===== src/rtl/llbb_pkg.sv =====
`timescale 1ns / 1ps

package llbb_pkg;

  localparam int unsigned IndexW     = 16;
  localparam int unsigned BytesW     = 32;
  localparam int unsigned WorkerW    = 4;
  localparam int unsigned LoadW      = 42;
  localparam int unsigned CountW     = 5;
  // Token worker index, wide enough for the largest supported chain (64 cells)
  localparam int unsigned TokIdxW    = 6;
  localparam int unsigned MaxWorkers = 16;

  localparam logic [CountW-1:0] CountReset = CountW'(1);

  typedef struct packed {
    logic [IndexW-1:0] entry_index;
    logic [BytesW-1:0] entry_bytes;
    logic              batch_start;
  } llbb_in_t;

  typedef struct packed {
    logic [IndexW-1:0]  assigned_index;
    logic [WorkerW-1:0] assigned_worker;
    logic [LoadW-1:0]   worker_load;
  } llbb_out_t;

  // Search token handed from cell to cell
  typedef struct packed {
    logic               valid;
    logic               found;
    logic [TokIdxW-1:0] idx;
    logic [LoadW-1:0]   val;
  } llbb_tok_t;

  typedef enum logic [1:0] {
    ST_IDLE,
    ST_SCAN,
    ST_UPDATE
  } llbb_state_e;

endpackage


===== src/rtl/llbb_cell.sv =====
`timescale 1ns / 1ps

module llbb_cell import llbb_pkg::*; #(
  parameter int unsigned CellIdx = 0
) (
  input  logic             clk_i,
  input  logic             rst_ni,
  input  logic             clear_i,
  input  logic             wr_i,
  input  logic [LoadW-1:0] wr_data_i,
  input  logic             active_i,
  input  llbb_tok_t        tok_i,
  output llbb_tok_t        tok_o
);

  logic [LoadW-1:0] total_q, total_d;
  llbb_tok_t        tok_q, tok_d;

  always_comb begin
    total_d = total_q;
    if (clear_i) begin
      total_d = '0;
    end else if (wr_i) begin
      total_d = wr_data_i;
    end
  end

  // Strict less-than keeps the earlier (lower numbered) worker on a tie
  always_comb begin
    tok_d = tok_i;
    if (tok_i.valid && active_i && (!tok_i.found || (total_q < tok_i.val))) begin
      tok_d.found = 1'b1;
      tok_d.idx   = TokIdxW'(CellIdx);
      tok_d.val   = total_q;
    end
  end

  always_ff @(posedge clk_i or negedge rst_ni) begin
    if (!rst_ni) begin
      total_q <= '0;
      tok_q   <= '0;
    end else begin
      total_q <= total_d;
      tok_q   <= tok_d;
    end
  end

  assign tok_o = tok_q;

endmodule


===== src/rtl/least_loaded_byte_balancer_core.sv =====
`timescale 1ns / 1ps
// Least-loaded byte balancer.
// Input channel (in_valid_i / in_ready_o / in_data_i): one transaction per
// archive entry, carrying its index, byte size and a batch start flag. The
// entry goes to the worker with the smallest running byte total (lowest
// number on a tie) and that total grows by the entry size, saturating.
// Output channel (out_valid_o / out_ready_i / out_data_o): one transaction
// per entry with the index, chosen worker and that worker's new total.
// Config channel (cfg_valid_i / cfg_ready_o / cfg_data_i): worker count,
// always ready; 0 behaves as 1, above MAX_WORKERS as MAX_WORKERS. Write it
// only while the block is idle.
// Timing: a search token walks the chain of MAX_WORKERS cells, one cell per
// cycle, then the update step writes the winner once the output slot is
// free. A new entry is taken only after the previous one has left the
// update step.
// Batch start clears every total in the accept cycle.
// Reset: all totals zero, worker count 1, both channels empty.
// Receiver stall: the result sits in the output register; the next entry is
// still accepted and scanned, and waits in the update step for the slot.

module least_loaded_byte_balancer_core import llbb_pkg::*; #(
  parameter int unsigned MAX_WORKERS = MaxWorkers
) (
  input  logic              clk_i,
  input  logic              rst_ni,
  input  logic              in_valid_i,
  output logic              in_ready_o,
  input  llbb_in_t          in_data_i,
  output logic              out_valid_o,
  input  logic              out_ready_i,
  output llbb_out_t         out_data_o,
  input  logic              cfg_valid_i,
  output logic              cfg_ready_o,
  input  logic [CountW-1:0] cfg_data_i
);

  localparam int unsigned CntW = $clog2(MAX_WORKERS + 1);
  localparam int unsigned CmpW = (CntW > CountW) ? CntW : CountW;

  // Control
  llbb_state_e state_q, state_d;
  logic        in_fire, upd_fire, start_q;
  logic        out_valid_q;
  llbb_out_t   out_data_q;

  // Config and per-entry latches
  logic [CountW-1:0] count_q;
  logic [CntW-1:0]   n_q;
  logic [CmpW-1:0]   cnt_ext;
  logic [CntW-1:0]   n_d;
  llbb_in_t          item_q;
  llbb_tok_t         best_q;

  // Chain
  llbb_tok_t          tok [MAX_WORKERS+1];
  logic [MAX_WORKERS-1:0] wr_en;
  logic [LoadW:0]     sum_raw;
  logic [LoadW-1:0]   sum_sat;

  assign cfg_ready_o = 1'b1;
  assign in_fire     = in_valid_i && in_ready_o;

  always_ff @(posedge clk_i or negedge rst_ni) begin
    if (!rst_ni) begin
      count_q <= CountReset;
    end else if (cfg_valid_i) begin
      count_q <= cfg_data_i;
    end
  end

  // Active worker count, clamped to 1..MAX_WORKERS
  always_comb begin
    cnt_ext = CmpW'(count_q);
    if (cnt_ext == '0) begin
      n_d = CntW'(1);
    end else if (cnt_ext > CmpW'(MAX_WORKERS)) begin
      n_d = CntW'(MAX_WORKERS);
    end else begin
      n_d = CntW'(cnt_ext);
    end
  end

  // Next-state logic
  always_comb begin
    state_d = state_q;
    case (state_q)
      ST_IDLE: begin
        if (in_valid_i) state_d = ST_SCAN;
      end
      ST_SCAN: begin
        if (tok[MAX_WORKERS].valid) state_d = ST_UPDATE;
      end
      ST_UPDATE: begin
        if (!out_valid_q || out_ready_i) state_d = ST_IDLE;
      end
      default: state_d = ST_IDLE;
    endcase
  end

  // Output decode
  always_comb begin
    in_ready_o = 1'b0;
    upd_fire   = 1'b0;
    case (state_q)
      ST_IDLE:   in_ready_o = 1'b1;
      ST_SCAN:   ;
      ST_UPDATE: upd_fire = !out_valid_q || out_ready_i;
      default:   ;
    endcase
  end

  always_ff @(posedge clk_i or negedge rst_ni) begin
    if (!rst_ni) begin
      state_q     <= ST_IDLE;
      start_q     <= 1'b0;
      out_valid_q <= 1'b0;
    end else begin
      state_q <= state_d;
      start_q <= in_fire;
      if (upd_fire) begin
        out_valid_q <= 1'b1;
      end else if (out_ready_i) begin
        out_valid_q <= 1'b0;
      end
    end
  end

  always_ff @(posedge clk_i) begin
    if (in_fire) begin
      item_q <= in_data_i;
      n_q    <= n_d;
    end
    if (tok[MAX_WORKERS].valid) begin
      best_q <= tok[MAX_WORKERS];
    end
    if (upd_fire) begin
      out_data_q.assigned_index  <= item_q.entry_index;
      // Worker number is reported modulo 16, as the field is four bits
      out_data_q.assigned_worker <= best_q.idx[WorkerW-1:0];
      out_data_q.worker_load     <= sum_sat;
    end
  end

  // Saturating add of the entry size onto the winner's total
  assign sum_raw = {1'b0, best_q.val} + (LoadW + 1)'(item_q.entry_bytes);
  assign sum_sat = sum_raw[LoadW] ? {LoadW{1'b1}} : sum_raw[LoadW-1:0];

  // Token enters at cell 0 the cycle after acceptance, after any clear
  assign tok[0] = {start_q, {($bits(llbb_tok_t) - 1){1'b0}}};

  for (genvar i = 0; i < MAX_WORKERS; i++) begin : g_cell
    assign wr_en[i] = upd_fire && (best_q.idx == TokIdxW'(i));

    llbb_cell #(
      .CellIdx (i)
    ) u_cell (
      .clk_i     (clk_i),
      .rst_ni    (rst_ni),
      .clear_i   (in_fire && in_data_i.batch_start),
      .wr_i      (wr_en[i]),
      .wr_data_i (sum_sat),
      .active_i  (CntW'(i) < n_q),
      .tok_i     (tok[i]),
      .tok_o     (tok[i+1])
    );
  end

  assign out_valid_o = out_valid_q;
  assign out_data_o  = out_data_q;

`ifndef SYNTH
  a_one_writer: assert property (@(posedge clk_i) disable iff (!rst_ni)
    $onehot0(wr_en))
    else $error("more than one worker total written");

  a_tok_in_scan: assert property (@(posedge clk_i) disable iff (!rst_ni)
    tok[MAX_WORKERS].valid |-> (state_q == ST_SCAN))
    else $error("search token left the chain outside a scan");

  a_tok_found: assert property (@(posedge clk_i) disable iff (!rst_ni)
    tok[MAX_WORKERS].valid |-> tok[MAX_WORKERS].found)
    else $error("scan finished without a winner");

  a_upd_shows: assert property (@(posedge clk_i) disable iff (!rst_ni)
    upd_fire |=> out_valid_o)
    else $error("update did not load the output register");
`endif

endmodule

===== config.mk =====
export PLATFORM = sky130hd
export DESIGN_NAME = least_loaded_byte_balancer_core
export DESIGN_NICKNAME = d
export VERILOG_FILES = /design/src/rtl/llbb_pkg.sv /design/src/rtl/llbb_cell.sv /design/src/rtl/least_loaded_byte_balancer_core.sv
export SDC_FILE = /design/constraint.sdc
export NUM_CORES = 2
export LEC_CHECK = 0
export ABC_AREA = 1
export BUFFER_PORTS_ARGS = -buffer_cell sky130_fd_sc_hd__buf_2
export CAP_MARGIN = 20
export CORE_MARGIN = 8
export CORE_UTILIZATION = 35
export CTS_CLUSTER_DIAMETER = 60
export CTS_CLUSTER_SIZE = 12
export DETAILED_ROUTE_END_ITERATION = 12
export GPL_TIMING_DRIVEN = 0
export RECOVER_POWER = 100
export SYNTH_ARGS = -nofsm -noshare
export SYNTH_HDL_FRONTEND = slang
export SYNTH_SLANG_ARGS = --single-unit

===== constraint.sdc =====
create_clock -name clk_i -period 3 [get_ports clk_i]
set_input_delay 0.6 -clock clk_i [delete_from_list [all_inputs] [get_ports clk_i]]
set_output_delay 0.6 -clock clk_i [all_outputs]
set_load 0.005 [all_outputs]

### After elaboration in Yosys (flattened, before gate mapping)

Index checks and enable logic that the tools add are counted.
W data, S select, Z words.

* output and inout bits: 65
* bits of input ports: 59
* bits in registers: 1643

* add/sub/neg operators: 1
* reduce and logical (&&, ||, !) cells: 103
* $lt $le $gt $ge: 32
* equality and inequality tests: 20
* mux-type cells: 58

Operator list (count)
* $mux W42: 33
* $mux W49: 15
* $lt A42 B42 Y1: 15
* $logic_and A1 B1 Y1: 49
* $eq A6 B4 Y1 const B: 8
* $mux W48: 1
* $add A42 B32 Y43: 1
* $lt A4 B5 Y1 const A: 8
* $reduce_bool A2 Y1: 17
* $eq A6 B3 Y1 const B: 4
* $lt A3 B5 Y1 const A: 4
* $logic_not A1 Y1: 16
* $logic_or A1 B1 Y1: 16
* $eq A6 B2 Y1 const B: 2
* $lt A1 B5 Y1 const A: 2
* $lt A2 B5 Y1 const A: 2
* $eq A6 B1 Y1 const B: 1
* $logic_not A6 Y1: 1
* $mux W2: 3
* $pmux W2 S3: 1
* $gt A5 B5 Y1 const B: 1
* $logic_not A5 Y1: 1
* $mux W5: 1
* $mux W1: 4
* other kinds (7): 8

### Depth between registers and ports, before layout

* word-level depth: 6
* mapped depth: 17
* mapped depth without buffers: 15

### By module

A second synthesis with hierarchy kept.

* cell total of the unflattened synthesis: 10119
* area, all modules: 86493.0 um^2

Modules (own cells, without submodules)
* llbb_cell at g_cell[10].u_cell ...: area each 4873.4 um^2, sequential area each 2302.2 um^2, times used 6, cells each 574
* llbb_cell at g_cell[1].u_cell ...: area each 4927.2 um^2, sequential area each 2302.2 um^2, times used 4, cells each 573
* llbb_cell at g_cell[11].u_cell ...: area each 4764.6 um^2, sequential area each 2302.2 um^2, times used 4, cells each 574
* least_loaded_byte_balancer_core: area each 8861.0 um^2, sequential area each 5121.2 um^2, times used 1, cells each 941
* llbb_cell at g_cell[0].u_cell: area each 4867.2 um^2, sequential area each 2302.2 um^2, times used 1, cells each 572
* llbb_cell at g_cell[15].u_cell: area each 4757.1 um^2, sequential area each 2302.2 um^2, times used 1, cells each 574

### Worst setup path after synthesis

OpenSTA, ideal clock, no wires.

* kind: input to register
* from: input port out_ready_i
* to: register out_data_q (netlist bit out_data_o[0]), enable pin
* stages: 4
* setup time: 0.416 ns
* arrival: 2.051 ns
* setup slack: 0.533 ns
* required time: 2.584 ns
* cell sequence: nor2_1 > inv_1 > nand2_2 > inv_1

* word-level cells in the longest chain between the ends: 2

RTL lines
* start: declaration: RTL line least_loaded_byte_balancer_core.sv:30 `input logic out_ready_i,`
* $logic_or A1 B1 Y1: RTL line least_loaded_byte_balancer_core.sv:107 `ST_UPDATE: upd_fire = !out_valid_q || out_ready_i;`
* $mux W1: RTL line least_loaded_byte_balancer_core.sv:104 `case (state_q)`
* via upd_fire: RTL line least_loaded_byte_balancer_core.sv:42 `logic in_fire, upd_fire, start_q;`
* end: declaration: RTL line least_loaded_byte_balancer_core.sv:44 `llbb_out_t out_data_q;`

The timed path passes the listed nets, and every way through them passes these cells.
A chain may end at the register's enable or synchronous reset.

### Worst setup path in the final report

* from: register item_q[1] in the netlist's numbering
* to: register out_data_q (netlist bit out_data_o[32]), data pin

* word-level cells in the longest chain between the ends: 2

RTL lines
* start: declaration: RTL line least_loaded_byte_balancer_core.sv:51 `llbb_in_t item_q;`
* start signal: assignment: RTL line least_loaded_byte_balancer_core.sv:130 `item_q <= in_data_i;`
* $add A42 B32 Y43: RTL line least_loaded_byte_balancer_core.sv:145 `assign sum_raw = {1'b0, best_q.val} + (LoadW + 1)'(item_q.entry_bytes);`
* $mux W42: RTL line least_loaded_byte_balancer_core.sv:146 `assign sum_sat = sum_raw[LoadW] ? {LoadW{1'b1}} : sum_raw[LoadW-1:0];`
* via g_cell[0].u_cell.wr_data_i[32]: RTL line llbb_cell.sv:10 `input logic [LoadW-1:0] wr_data_i,`

The timed path passes the listed nets, and every way through them passes these cells.

==> run summary <==
Clk root buf - clkbuf_16
Max-Cap Viols - 2
Inserted Clock Buffers - 166
Failing checks - max-capacitance violations, max-slew violations
Largest net degree at the start of global routing - 172
CP dominant cell by count - nand3_4
Slowest Stage Delay on Critical Path - 0.41 ns
Fin crit period - 2.94 ns
Critical path required time - 3.53 ns
Clk sinks - 1,594
Initial antenna violation count - 8
Global-route wire length before repair - 391,000 um
Number of synthesized flops with an enable pin - 161
Worst Path Arrival - 3.48 ns
Leakage power - 46.4 nW
Final nets - 10,300
Max FO, Critical Path - 11
Main synth FF type - dfrtp_1
Multi-input gate area - 34,700 sq um
RSZ-0062 raised after global routing - true
Setup-failing EPs final - 0
Max Clk Rate - 340 MHz
WP depth - 11
Drt first pass iters - 6
R2R Path End - out_data_o[32]
FF-to-FF path depth - 11
Final setup margin - 0.0569 ns
Power density over the cells - 1200 nW/um^2
Buffers added on ports - 121
Synth Register Bits - 1,594
Final period util - 0.981
Residual DRC - 0
Max-slew violations - 144
Synth cell types - 56
Drt via density - 5.07
FF/Latch Area - 40,700 sq um
Core area - 230,000 sq um
Crit Path Category - register to register
Critical Path Source - item_q[1]
Die Span Y - 497 um
Worst-path cell chain - ha_1 -> fa_2 -> nand3_1 -> nand3_4 -> nand3_2 -> clkinv_2 -> nor2_8 -> buf_4 -> buf_12 -> nand3_4 -> buf_8
Worst setup endpoint - out_data_o[32]
Placed cell areas - 85,600 sq um
Total gr overflow - 0
Via count - 64,500
Starting Density - 0.352
Final Hold Fails - 0
FP Rows - 176
Die Wd - 497 um
Initial DRC count - 6,378
Clock Skews - 0.0520 ns
Layout area overhead - 14.1%
Mean post-synth cell area - 8.77 sq um
VDD IR-drop max - 0.774 mV
Post-route ant nets - 0
R2R setup slack - 0.06 ns
H-Tree Depth - 4
Setup TNS after final layout - 0 ns
Clock transition at path regs - 0.06 ns
Vias in the first global route - 63,200
FILL cells - 22,800
Overall global routing resource usage - 0.208
Mapped Cells - 9,221
Placed wire-length estimate - 191,000 um
Design Power - 111 mW
Layout cell share with drive strength beyond 1 - 0.108
CTS tree - yes
Status - complete, but fails checks
Synthesized area - 80,900 sq um
Synth warn - 0
Layout Cells excl Fill - 12,700
Syn nets - 9,930
Crit path max-delay family - simple AND/OR/NAND/NOR gates
Post-synth ARST share - 0.899
DP Cell Count - 12,400
Max Buffers Root-to-Sink - 3
Critical Path Start Type - register
Pre-CTS setup slack - -0.767 ns
Gpl congestion - 0.930
Wirelength per Cell - 20.5 um
Post-synthesis sequential area ratio - 0.503
Final wirelength - 261,000 um
I/O Pins - 124
Clk_lat worst skew - 0.82 ns
Critical Path End Type - register
Worst-Margin Slew - 1.98 ns
Slowest cell on the critical path - fa_2
CP bufs+invs - 4
Relative slew slack - -0.321
Final Cell Area - 92,300 sq um
FF-to-FF Start - item_q[1]
Die area - 247,000 sq um
Worst hold-check path type - primary input to register
[Yosys cell counts, types with 6 or more instances]
| cell type | n | area (sq um) |
|---|---|---|
| nand2_1 | 3102 | 11600 |
| dfrtp_1 | 1432 | 35800 |
| nand3_1 | 997 | 4990 |
| inv_1 | 949 | 3560 |
| ha_1 | 649 | 8120 |
| a21oi_1 | 315 | 1580 |
| nor2_1 | 311 | 1170 |
| o21ai_0 | 227 | 1140 |
| clkbuf_1 | 216 | 811 |
| nand3_2 | 172 | 1720 |
| edfxtp_1 | 161 | 4830 |
| o21ai_2 | 150 | 1310 |
| buf_2 | 116 | 581 |
| nand4_1 | 43 | 269 |
| inv_2 | 38 | 143 |
| nand2_4 | 32 | 360 |
| buf_6 | 31 | 349 |
| o21a_1 | 31 | 233 |
| o21ai_1 | 21 | 105 |
| xnor2_1 | 20 | 175 |
| buf_1 | 18 | 67.6 |
| nand2_2 | 17 | 106 |
| nor3_1 | 17 | 85.1 |
| nand3_4 | 16 | 280 |
| or2_2 | 14 | 87.6 |
| buf_4 | 13 | 97.6 |
| a21oi_2 | 12 | 105 |
| buf_8 | 10 | 150 |
| nand2_8 | 10 | 200 |
| a21boi_0 | 9 | 67.6 |
| a21o_1 | 7 | 52.6 |
| nor3b_1 | 6 | 45.0 |
[sequential cells by signal (all words and copies together) (netlist names)]
register	flops
start_q	1
g_cell.u_cell.tok_o	752
best_q	46
item_q	48
g_cell.u_cell.total_q	672
state_q	2
out_data_o	62
n_q	5
out_valid_o	1
cnt_ext	5
[stage by stage]
step / util / hold WS, ns
floorplan: - / 0.304
global placement: 0.371 / 0.356
detailed placement: 0.372 / 0.360
CTS: 0.400 / -0.0893
global route: 0.401 / 0.0351
finish: 0.401 / 0.0780
[report_power, final]
part | internal, mW | switching [mW]
combinational | 16.8 | 35.4
sequential | 30.9 | 7.42
clock | 11.3 | 8.98
[worst register-to-register path: stages, from the launching register on]
cell and delay [ns]:
edfxtp_1 0.40, ha_1 0.27, fa_2 0.41, nand3_1 0.16, nand3_4 0.13, nand3_2 0.11
clkinv_2 0.08, nor2_8 0.23, buf_4 0.17, buf_12 0.18, nand3_4 0.23, buf_8 0.26
[layout by cell type (no fill, tap or decap), types with 14 or more instances in the layout]
cell           instances
nor2_1               311
nor3_1                15
clkbuf_1             286
clkbuf_16            166
nand4_1               43
edfxtp_1             161
clkbuf_8              16
dfrtp_1             1431
dlygate4sd3_1         54
buf_4                 20
buf_8                 22
nand3_1              994
inv_2                 33
nand2_8               25
a21oi_1              314
buf_2                180
buf_12                27
or2_2                 14
clkbuf_2              21
o21ai_1               20
o21a_1                31
nand3_4               16
buf_6                 15
buf_1                 16
nand2_4               25
o21ai_2              150
inv_1                952
nand2_2               24
nand3_2              175
o21ai_0              228
nand2_1             3087
ha_1                 639
[area by class of cell]
class	instances	share of cell area
flip-flops and latches	1594	0.441
diodes	3	0.0000814
plain buffers	408	0.0251
clock buffers	213	0.0487
multi-input cells	6225	0.377
clock inverters	44	0.00774
well taps	3026	0.0410
repair buffers	216	0.0194
inverters	994	0.0405
[worst min path at each step]
stage | startpoint | endpoint | slack [ns] | depth (start not counted)
2_1_floorplan | rst_ni | cnt_ext[1] | 0.30 | 0
3_3_place_gp | g_cell[9].u_cell.tok_o[49] | g_cell[10].u_cell.tok_o[49] | 0.36 | 0
3_5_place_dp | g_cell[8].u_cell.tok_o[49] | g_cell[9].u_cell.tok_o[49] | 0.36 | 0
4_1_cts | rst_ni | g_cell[5].u_cell.total_q[0] | -0.09 | 2
5_1_grt | in_valid_i | state_q[0] | 0.04 | 3
6_report | in_valid_i | state_q[0] | 0.08 | 3
[routing by layer]
layer	part of all wire	track usage
met5	0.000050	0
met2	0.45	0.328
met3	0.074	0.0441
met1	0.43	0.279
met4	0.047	0.0836
[logic make-up (layout without fill, tap and decap cells)]
| kind of cell | after synthesis | count (layout) | synth area share |
|---|---|---|---|
| muxes | 3 | 3 | 0.000418 |
| xor gates and xnor gates | 25 | 25 | 0.00289 |
| other | 1 | 4 | 0.0000464 |
| DFF | 1594 | 1594 | 0.503 |
| buffers and inverters | 1402 | 1875 | 0.0726 |
| and+or+nand+nor | 4764 | 4764 | 0.262 |
| adders and majority gates | 650 | 650 | 0.101 |
| AOI/OAI and AO/OA | 782 | 782 | 0.0578 |
[what timing repair did]
item,4_1_cts,5_1_grt
endpoints found under the setup margin,569,656
pin swaps,19,3
gates resized for setup,72,78
hold endpoints to repair,196,75
buffers inserted,19,6
cloned,0,0
hold buffers,54,2
Power figures use the tool's default switching activity.
